### config.mk
export PLATFORM = sky130hd
export DESIGN_NAME = bounded_stack_with_search
export DESIGN_NICKNAME = d
export VERILOG_FILES = /design/src/rtl/bstk_pkg.sv /design/src/rtl/bstk_ram.sv /design/src/rtl/bstk_ctrl.sv /design/src/rtl/bstk_dp.sv /design/src/rtl/bounded_stack_with_search.sv
export SDC_FILE = /design/constraint.sdc
export NUM_CORES = 2
export LEC_CHECK = 0
export ABC_AREA = 1
export BUFFER_PORTS_ARGS = -buffer_cell sky130_fd_sc_hd__buf_2
export CAP_MARGIN = 20
export CORE_UTILIZATION = 41
export CTS_CLUSTER_DIAMETER = 80
export DETAILED_ROUTE_END_ITERATION = 10
export PLACE_DENSITY_LB_ADDON = 0.08
export SLEW_MARGIN = 20
export SYNTH_ARGS = -nofsm -noshare
export SYNTH_HDL_FRONTEND = slang
export SYNTH_SLANG_ARGS = --single-unit
### constraint.sdc
create_clock -name clk -period 6.6 [get_ports clk]
set_input_delay 0.33 -clock clk [delete_from_list [all_inputs] [get_ports clk]]
set_output_delay 0.33 -clock clk [all_outputs]
set_load 0.005 [all_outputs]
### src/rtl/bstk_pkg.sv
// Package for the bounded stack with search.
// Holds field widths, operation and status codes, and controller/datapath types.
// No dependencies.
`default_nettype none

package bstk_pkg;

  localparam int WORD_W    = 32;
  localparam int MODE_W    = 2;
  localparam int STAT_W    = 2;
  localparam int POS_W     = 6;
  localparam int FILL_W    = 7;
  localparam int DEPTH_DEF = 64;

  typedef enum logic [MODE_W-1:0] {
    MODE_PUSH   = 2'd0,
    MODE_POP    = 2'd1,
    MODE_PEEK   = 2'd2,
    MODE_SEARCH = 2'd3
  } mode_t;

  typedef enum logic [STAT_W-1:0] {
    ST_OK        = 2'd0,
    ST_OVERFLOW  = 2'd1,
    ST_EMPTY     = 2'd2,
    ST_NOT_FOUND = 2'd3
  } status_t;

  typedef enum logic [1:0] {
    ADDR_TOP  = 2'd0,
    ADDR_ZERO = 2'd1,
    ADDR_NEXT = 2'd2
  } addr_sel_t;

  typedef enum logic [2:0] {
    RES_OK       = 3'd0,
    RES_OVERFLOW = 3'd1,
    RES_EMPTY    = 3'd2,
    RES_DATA     = 3'd3,
    RES_FOUND    = 3'd4,
    RES_NOTFOUND = 3'd5
  } res_kind_t;

  typedef struct packed {
    logic      ld_key;
    logic      push_wr;
    logic      pop_dec;
    addr_sel_t addr_sel;
    logic      scan_clr;
    logic      scan_inc;
    logic      res_load;
    res_kind_t res_kind;
  } cmd_t;

  typedef struct packed {
    logic full;
    logic empty;
    logic match;
    logic last;
  } dp_stat_t;

endpackage

`default_nettype wire

### src/rtl/bstk_ram.sv
// Generic single-write, single-read RAM with registered read data.
// No dependencies.
`default_nettype none

module bstk_ram #(
  parameter int WIDTH = 32,
  parameter int DEPTH = 64
) (
  input  wire logic                     clk,
  input  wire logic                     we,
  input  wire logic [$clog2(DEPTH)-1:0] waddr,
  input  wire logic [WIDTH-1:0]         wdata,
  input  wire logic [$clog2(DEPTH)-1:0] raddr,
  output logic      [WIDTH-1:0]         rdata
);

  logic [WIDTH-1:0] mem [DEPTH];

  always_ff @(posedge clk) begin
    if (we) begin
      mem[waddr] <= wdata;
    end
    rdata <= mem[raddr];
  end

endmodule

`default_nettype wire

### src/rtl/bstk_ctrl.sv
// Controller for the bounded stack: sequences push, pop, peek and search.
// Depends on bstk_pkg.
`default_nettype none

module bstk_ctrl
  import bstk_pkg::*;
(
  input  wire logic              clk,
  input  wire logic              rst,
  input  wire logic              start,
  input  wire logic [MODE_W-1:0] mode,
  input  wire dp_stat_t          st,
  output cmd_t                   cmd,
  output logic                   busy,
  output logic                   done
);

  typedef enum logic [1:0] {
    S_IDLE,
    S_READ,
    S_SCAN
  } state_t;

  state_t state, state_next;
  logic   done_next;

  always_comb begin
    cmd        = '0;
    state_next = state;
    done_next  = 1'b0;
    unique case (state)
      S_IDLE: begin
        if (start) begin
          cmd.ld_key = 1'b1;
          unique case (mode_t'(mode))
            MODE_PUSH: begin
              done_next    = 1'b1;
              cmd.res_load = 1'b1;
              if (st.full) begin
                cmd.res_kind = RES_OVERFLOW;
              end else begin
                cmd.push_wr  = 1'b1;
                cmd.res_kind = RES_OK;
              end
            end
            MODE_POP, MODE_PEEK: begin
              if (st.empty) begin
                done_next    = 1'b1;
                cmd.res_load = 1'b1;
                cmd.res_kind = RES_EMPTY;
              end else begin
                cmd.addr_sel = ADDR_TOP;
                cmd.pop_dec  = (mode_t'(mode) == MODE_POP);
                state_next   = S_READ;
              end
            end
            MODE_SEARCH: begin
              if (st.empty) begin
                done_next    = 1'b1;
                cmd.res_load = 1'b1;
                cmd.res_kind = RES_NOTFOUND;
              end else begin
                cmd.addr_sel = ADDR_ZERO;
                cmd.scan_clr = 1'b1;
                state_next   = S_SCAN;
              end
            end
            default: ;
          endcase
        end
      end
      S_READ: begin
        done_next    = 1'b1;
        cmd.res_load = 1'b1;
        cmd.res_kind = RES_DATA;
        state_next   = S_IDLE;
      end
      S_SCAN: begin
        priority if (st.match) begin
          done_next    = 1'b1;
          cmd.res_load = 1'b1;
          cmd.res_kind = RES_FOUND;
          state_next   = S_IDLE;
        end else if (st.last) begin
          done_next    = 1'b1;
          cmd.res_load = 1'b1;
          cmd.res_kind = RES_NOTFOUND;
          state_next   = S_IDLE;
        end else begin
          cmd.addr_sel = ADDR_NEXT;
          cmd.scan_inc = 1'b1;
        end
      end
      default: state_next = S_IDLE;
    endcase
  end

  always_ff @(posedge clk) begin
    if (rst) begin
      state <= S_IDLE;
      done  <= 1'b0;
    end else begin
      state <= state_next;
      done  <= done_next;
    end
  end

  assign busy = (state != S_IDLE);

endmodule

`default_nettype wire

### src/rtl/bstk_dp.sv
// Datapath for the bounded stack: fill count, search key, scan pointer,
// result registers and the entry RAM.
// Depends on bstk_pkg and bstk_ram.
`default_nettype none

module bstk_dp
  import bstk_pkg::*;
#(
  parameter int DEPTH = DEPTH_DEF
) (
  input  wire logic                     clk,
  input  wire logic                     rst,
  input  wire cmd_t                     cmd,
  input  wire logic signed [WORD_W-1:0] value,
  output dp_stat_t                      st,
  output logic [STAT_W-1:0]             status,
  output logic signed [WORD_W-1:0]      data,
  output logic [POS_W-1:0]              position,
  output logic [FILL_W-1:0]             fill_count
);

  localparam int AW = $clog2(DEPTH);
  localparam int CW = $clog2(DEPTH + 1);

  logic [CW-1:0]     count;
  logic [WORD_W-1:0] key;
  logic [AW-1:0]     cptr;
  logic [AW-1:0]     raddr;
  logic [WORD_W-1:0] rdata;
  logic [AW-1:0]     top_addr;

  assign top_addr = AW'(count - CW'(1));

  always_comb begin
    unique case (cmd.addr_sel)
      ADDR_TOP:  raddr = top_addr;
      ADDR_ZERO: raddr = '0;
      ADDR_NEXT: raddr = cptr + AW'(1);
      default:   raddr = '0;
    endcase
  end

  bstk_ram #(
    .WIDTH (WORD_W),
    .DEPTH (DEPTH)
  ) u_ram (
    .clk   (clk),
    .we    (cmd.push_wr),
    .waddr (AW'(count)),
    .wdata (value),
    .raddr (raddr),
    .rdata (rdata)
  );

  assign st.full  = (count == CW'(DEPTH));
  assign st.empty = (count == '0);
  assign st.match = (rdata == key);
  assign st.last  = ((CW'(cptr) + CW'(1)) == count);

  always_ff @(posedge clk) begin
    if (rst) begin
      count <= '0;
    end else if (cmd.push_wr) begin
      count <= count + CW'(1);
    end else if (cmd.pop_dec) begin
      count <= count - CW'(1);
    end
  end

  always_ff @(posedge clk) begin
    if (cmd.ld_key) begin
      key <= value;
    end
    if (cmd.scan_clr) begin
      cptr <= '0;
    end else if (cmd.scan_inc) begin
      cptr <= cptr + AW'(1);
    end
  end

  always_ff @(posedge clk) begin
    if (cmd.res_load) begin
      data     <= '0;
      position <= '0;
      unique case (cmd.res_kind)
        RES_OK:       status <= ST_OK;
        RES_OVERFLOW: status <= ST_OVERFLOW;
        RES_EMPTY:    status <= ST_EMPTY;
        RES_DATA: begin
          status <= ST_OK;
          data   <= rdata;
        end
        RES_FOUND: begin
          status   <= ST_OK;
          position <= POS_W'(cptr);
        end
        RES_NOTFOUND: status <= ST_NOT_FOUND;
        default:      status <= ST_OK;
      endcase
    end
  end

  assign fill_count = FILL_W'(count);

endmodule

`default_nettype wire

### src/rtl/bounded_stack_with_search.sv
// Bounded last-in-first-out stack of signed 32-bit words with a linear search.
// Top level: joins bstk_ctrl and bstk_dp; depends on bstk_pkg.
//
// A word is taken when start is high and busy is low; its result appears on
// status, data, position and fill_count for one cycle with done high, and
// cannot be held off. Push, including one on a full stack, and pop, peek or
// search on an empty stack give done in the cycle after acceptance with busy
// staying low, so a new word may be started in the done cycle. Pop and peek
// on a stack that holds entries keep busy high for one cycle, in S_READ, while
// the entry RAM is read, and give done after S_READ. Search compares one stored
// entry per cycle from the bottom through the single RAM read port: with k
// entries compared (k up to the fill count, at most DEPTH), busy stays high in
// S_SCAN while they are compared, and done follows the last compare.
// fill_count is the count after the operation.
`default_nettype none

module bounded_stack_with_search
  import bstk_pkg::*;
#(
  parameter int DEPTH = DEPTH_DEF
) (
  input  wire logic                     clk,
  input  wire logic                     rst,
  input  wire logic                     start,
  output logic                          busy,
  input  wire logic [MODE_W-1:0]        mode,
  input  wire logic signed [WORD_W-1:0] value,
  output logic                          done,
  output logic [STAT_W-1:0]             status,
  output logic signed [WORD_W-1:0]      data,
  output logic [POS_W-1:0]              position,
  output logic [FILL_W-1:0]             fill_count
);

  cmd_t     cmd;
  dp_stat_t st;

  bstk_ctrl u_ctrl (
    .clk   (clk),
    .rst   (rst),
    .start (start),
    .mode  (mode),
    .st    (st),
    .cmd   (cmd),
    .busy  (busy),
    .done  (done)
  );

  bstk_dp #(
    .DEPTH (DEPTH)
  ) u_dp (
    .clk        (clk),
    .rst        (rst),
    .cmd        (cmd),
    .value      (value),
    .st         (st),
    .status     (status),
    .data       (data),
    .position   (position),
    .fill_count (fill_count)
  );

endmodule

`default_nettype wire

[Word level (Yosys, flattened, before mapping)]
Memory sizes are Yosys's and may differ from the RTL's. A register that Yosys moved wholly into a read port is not among the register bits.
Cells that the tools add are included.
Storage, ports and cells
  memories kept: 1
  flip-flop bits (word level): 88
  word-level logic and storage cells: 84
  bits in writable memories: 2048
  output and inout bits: 49
Memories
  u_dp.u_ram.mem: words 64, bits a word 32, read ports 1, clocked after memory_dff 1, wr ports 1, RTL line bstk_ram.sv:17  | logic [WIDTH-1:0] mem [DEPTH];
Operators by class
  add/sub/neg operators: 4
  multiplexer cells: 43
  reduce and logical (&&, ||, !) cells: 9
  eq/ne operators: 19
Operators with widths (number)
  == test 32 bit: 1
  case mux 4 bit (3 select lines): 2
  two-way mux 4 bit: 5
  two-way mux 2 bit: 8
  case mux 2 bit (2 select lines): 4
  two-way mux 1 bit: 15
  two-way mux 7 bit: 2
  inequality test 3 bit (second input constant): 4
  case mux 6 bit (2 select lines): 1
  == test 2 bit (second input constant): 4
  adder 6 x 1 -> 7 bit (second input constant): 1
  adder 7 x 1 -> 7 bit (second input constant): 1
  == test 7 bit: 1
  == test 7 bit (second input constant): 1
  logical NOT 7 bit: 1
  subtractor 7 x 1 -> 7 bit (second input constant): 1
  adder 6 x 1 -> 6 bit (second input constant): 1
  == test 3 x 2 -> 1 bit (second input constant): 2
  == test 3 bit (second input constant): 2
  logical NOT 2 bit: 3
  two-way mux 3 bit: 2
  two-way mux 6 bit: 1
  case mux 2 bit (3 select lines): 1
  AND reduction 5 bit: 1
  other kinds (8): 10

[Longest topological paths before layout]
  depth in word-level cells: 7
  gate-level depth with buffers: 24

[Modules after synthesis]
A second synthesis with hierarchy kept.
Second synthesis, totals
  cells, all modules: 7199
  area, all modules: 86939.6 µm²
Modules (own cells, without submodules)
  bstk_ram: area an instance 82738.1 µm², instances 1, cells an instance 6769
  bstk_dp: area an instance 3849.9 µm², instances 1, cells an instance 372
  bstk_ctrl: area an instance 351.6 µm², instances 1, cells an instance 58

[Worst setup path after synthesis]
OpenSTA, ideal clock, no wires.
  path kind: reg2reg
  start point: register u_dp.count[0], in the netlist u_dp.fill_count[0]
  end point: register u_dp.data[0], enable pin
  path buffers: 1
  data arrival time: 4.298 ns
  stages on the path, launching flop included: 14
  slack: 1.809 ns
  clock period less this slack: 4.791 ns
  cells stage by stage: dfxtp_1 -> clkbuf_2 -> inv_2 -> ha_1 -> nand2_1 -> nor2_1 -> inv_2 -> nor2_4 -> inv_1 -> nor2_1 -> inv_1 -> nand2_1 -> nor2_1 -> o21ai_0
RTL lines
  start: declaration: RTL line bstk_dp.sv:25  | logic [CW-1:0] count;
  start signal: assignment: RTL line bstk_dp.sv:64  | count <= count + CW'(1);
  start signal: assignment: RTL line bstk_dp.sv:66  | count <= count - CW'(1);
  end signal: assignment: RTL line bstk_dp.sv:91  | data <= rdata;
  end: declaration: RTL line bstk_dp.sv:17  | output logic signed [WORD_W-1:0] data,

[Final worst setup path]
  start point: register u_dp.count[3], in the netlist u_dp.fill_count[3]
  end point: register u_dp.u_ram.rdata[12] (read register of u_dp.u_ram.mem)
Between the ends
  longest elaborated chain between the ends: 7
RTL lines
  logical NOT 7 bit: RTL line bstk_dp.sv:56  | assign st.empty = (count == '0);
  two-way mux 2 bit: RTL line bstk_ctrl.sv:58  | if (st.empty) begin
  case mux 2 bit (2 select lines): RTL line bstk_ctrl.sv:35  | unique case (mode_t'(mode))
  two-way mux 6 bit: RTL line bstk_ctrl.sv:33  | if (start) begin
  case mux 2 bit (2 select lines): RTL line bstk_ctrl.sv:31  | unique case (state)
  == test 2 bit / logical NOT 2 bit (equally long branches): RTL line bstk_dp.sv:35  | unique case (cmd.addr_sel)
  case mux 6 bit (2 select lines) (*): RTL line bstk_dp.sv:35
  end: declaration: RTL line bstk_ram.sv:14  | output logic [WIDTH-1:0] rdata
Every way passes the cells marked *; elsewhere a longest branch is shown, timed or not.
A chain may end at the register's enable or synchronous reset.

==> impl_metrics.py <==
metrics = {
    "timing": {
        "rsz0062_at_grt": "no",
        "fin_crit_sh": 0.788,
        "relSlewSlack": 0.226,
        "maxSlewViolCount": 0,
        "clock.fmax_mhz": 192,
        "setup_ws_ns": 1.40,
        "setup-tns-final_ns": 0,
        "finClkSkew_ns": 0.0593,
        "hold_viol_final": 0,
        "setup_viol": 0,
        "worst-slew-pin-transition_ns": 1.16,
        "finalWorstPathRequiredPeriod_ns": 5.20,
    },
    "global_routing": {
        "grt.overflow.total": 0,
        "grt_pass1_vias": 60000,
        "grt_max_degree": 113,
        "grt_use_total": 0.276,
        "grt_pass1_wl_um": 453000,
        "antenna_found_initial": 23,
    },
    "synth": {
        "ys_types": 40,
        "synth_ff_type": "edfxtp_1",
        "synth_edf_count": 2120,
        "ys_seq_area_frac": 0.690,
        "syn_area_um2": 93600,
        "syn_area_per_cell_um2": 11.0,
        "postSynthCellCount": 8540,
        "yosys.area.top_type_share": 0.680,
        "ys_top_cells_by_area": "edfxtp_1 (68%), nand3_1 (9.9%), nand2_1 (6.7%)",
        "synth_most_common_cell": "edfxtp_1",
        "yosys_register_bits": 2168,
        "synthTopCellsByCount": "edfxtp_1 (2,120), nand3_1 (1,850), nand2_1 (1,660), inv_1 (1,525), nand3b_1 (384)",
        "yosys_warnings": 0,
        "async_reset_ff_frac": 0,
        "syn_nets": 8584,
        "yosysTopAreaCell": "edfxtp_1",
    },
    "routing": {
        "drc": 0,
        "ant_nets": 0,
        "first_pass_iters": 6,
        "drt_wl_total_um": 321000,
        "wl_per_cell_um": 27.1,
        "vias": 63700,
        "routed_via_density": 5.38,
        "drt_iter0_drc": 7273,
    },
    "critical_path": {
        "path_max_fanout": 57,
        "end_kind": "register",
        "cp_data_arrival_time_ns": 5.94,
        "critPathKind": "register to register",
        "critPathLaunchType": "register",
        "critical_path_required_ns": 7.34,
        "worstRegToRegCells": 16,
        "reg2reg_from": "u_dp.fill_count[3]",
        "critPathLaunch": "u_dp.fill_count[3]",
    },
    "finish": {
        "fin_nets": 8664,
        "area_growth_pct": 13.5,
        "drive_gt1_frac": 0.0849,
        "n_fill_cell": 20700,
    },
    "status": {
        "status": "complete, no violations",
    },
    "power_and_ir_drop": {
        "switching_power_w": 0.0105,
        "p_int_w": 0.0242,
        "power_frac_comb": 0.179,
        "switching_share": 0.303,
        "p_seq_frac": 0.449,
        "power_density_nw_per_um2": 327,
        "p_leak_nw": 42.4,
        "p_clk_frac": 0.372,
        "ir_drop_v": 0.000296,
    },
    "die": {
        "coreArea_um2": 227000,
        "die_w_um": 480,
        "die-area_um2": 230000,
        "die_h_um": 480,
        "io_pins": 86,
        "rows": 175,
        "initial_utilization": 0.412,
    },
    "clock_tree": {
        "hold_buffers": 10,
        "clkSinkCount": 2168,
        "cts_tree": "done",
        "clkLatencyLatePin_ns": 0.90,
        "clock_path_buffers": 3,
        "cts_buffers": 232,
        "h-tree-depth": 4,
        "path_clk_slew_ns": 0.07,
        "cts_root_buf": "clkbuf_16",
        "cts.repair.resized": 0,
        "cts_setup_buffers": 0,
    },
    "min_path": {
        "hold-path-cell-count": 1,
        "hold_class": "primary input to register",
        "hp-start": "value[31]",
    },
    "run": {
        "max-cap-violations": 0,
    },
    "place": {
        "dp_hpwl_um": 179000,
        "dp_slack_ns": 1.55,
        "numPortBuffers": 85,
        "gp_congestion": 0.863,
    },
}
## critical path, stage by stage (launching register included)
cell	delay [ns]
dfxtp_1	0.58
inv_1	0.23
nand2_2	0.46
nor2_1	0.13
inv_2	0.12
nor2_4	0.05
nor3_4	0.29
inv_2	0.17
nand3_1	0.23
nand2_8	0.29
inv_8	0.51
buf_12	0.38
nand3_1	0.18
nand3_1	0.26
nand3_1	0.34
nand3_1	0.41
nand2_1	0.10
## state kept, by name (all words and copies together), names as in the netlist
register,flops
u_dp.key,32
u_ctrl.state,2
u_ctrl.done,1
u_dp.fill_count,7
u_dp.position,6
u_dp.u_ram.mem,2048
u_dp.cptr,6
u_dp.status,2
u_dp.u_ram.rdata,32
u_dp.data,32
## placed cells by master, fill, tap and decap left out, types with 9 or more instances in the layout
| master | instances |
|---|---|
| a21oi_1 | 16 |
| buf_12 | 49 |
| clkbuf_1 | 56 |
| clkinv_1 | 62 |
| clkbuf_16 | 233 |
| clkbuf_8 | 15 |
| clkinv_2 | 35 |
| dfxtp_1 | 48 |
| or2_1 | 9 |
| nand4_1 | 9 |
| bufinv_16 | 18 |
| buf_4 | 195 |
| dlygate4sd3_1 | 10 |
| buf_2 | 85 |
| nor2_4 | 64 |
| nand3_1 | 1850 |
| xnor2_1 | 23 |
| nand3b_1 | 384 |
| nand2_1 | 1660 |
| nor2_1 | 128 |
| edfxtp_1 | 2120 |
| o21ai_0 | 11 |
| inv_1 | 1524 |
| o211ai_1 | 137 |
## metal layers
| layer | track usage | part of all wire |
|---|---|---|
| met1 | 0.401 | 0.44 |
| met2 | 0.431 | 0.45 |
| met3 | 0.0409 | 0.078 |
| met5 | 0 | 0.000028 |
| met4 | 0.0756 | 0.026 |
## logic make-up (layout without fill, tap and decap cells)
| group | after synthesis | count (layout) | synth area share |
|---|---|---|---|
| DFF | 2168 | 2168 | 0.690 |
| buffers and inverters | 2032 | 2314 | 0.0854 |
| adders and majority gates | 7 | 7 | 0.000936 |
| AOI/OAI and AO/OA | 177 | 177 | 0.0133 |
| xor gates and xnor gates | 27 | 27 | 0.00253 |
| other | 0 | 5 | 0 |
| and+or+nand+nor | 4129 | 4129 | 0.207 |
## power by group through the flow
stage / registers (W) / clock network, W / logic, W
floorplan: 0.0157 / 0 / 0.00326
global placement: 0.0159 / 0 / 0.00617
detailed placement: 0.0159 / 0 / 0.00618
CTS: 0.0156 / 0.0131 / 0.00620
global route: 0.0156 / 0.0136 / 0.00662
finish: 0.0156 / 0.0129 / 0.00623
## stage by stage
| stage | hold slack [ns] | cells | instance area, µm² | total power [W] | util |
|---|---|---|---|---|---|
| floorplan | 0.399 | 8540 | 93600 | 0.0190 | - |
| global placement | 0.479 | 11400 | 98600 | 0.0221 | 0.434 |
| detailed placement | 0.476 | 11400 | 98700 | 0.0221 | 0.435 |
| CTS | 0.00109 | 11800 | 106000 | 0.0349 | 0.468 |
| global route | 0.0425 | 11800 | 106000 | 0.0358 | 0.468 |
| finish | 0.0762 | 11800 | 106000 | 0.0347 | 0.468 |
## path summary, 6_finish.rpt
check,slack (ns),to
setup / recovery,1.40,u_dp.u_ram.rdata[12]
hold / removal,0.08,u_dp.u_ram.mem[4][31]
setup reg to reg,1.40,u_dp.u_ram.rdata[12]
hold reg to reg,0.49,u_dp.cptr[4]
## cell type report
class	instances	area, µm²	area share
multi-input combinational	4340	21600	0.203
timing repair buffer	341	3030	0.0285
tap	3009	3760	0.0354
clock inverter	132	1190	0.0112
clock buffer	304	6250	0.0588
antenna	5	12.5	0.000118
inverter	1537	5800	0.0546
sequential	2168	64600	0.608
Note: power is estimated with default switching activity, not from simulation.
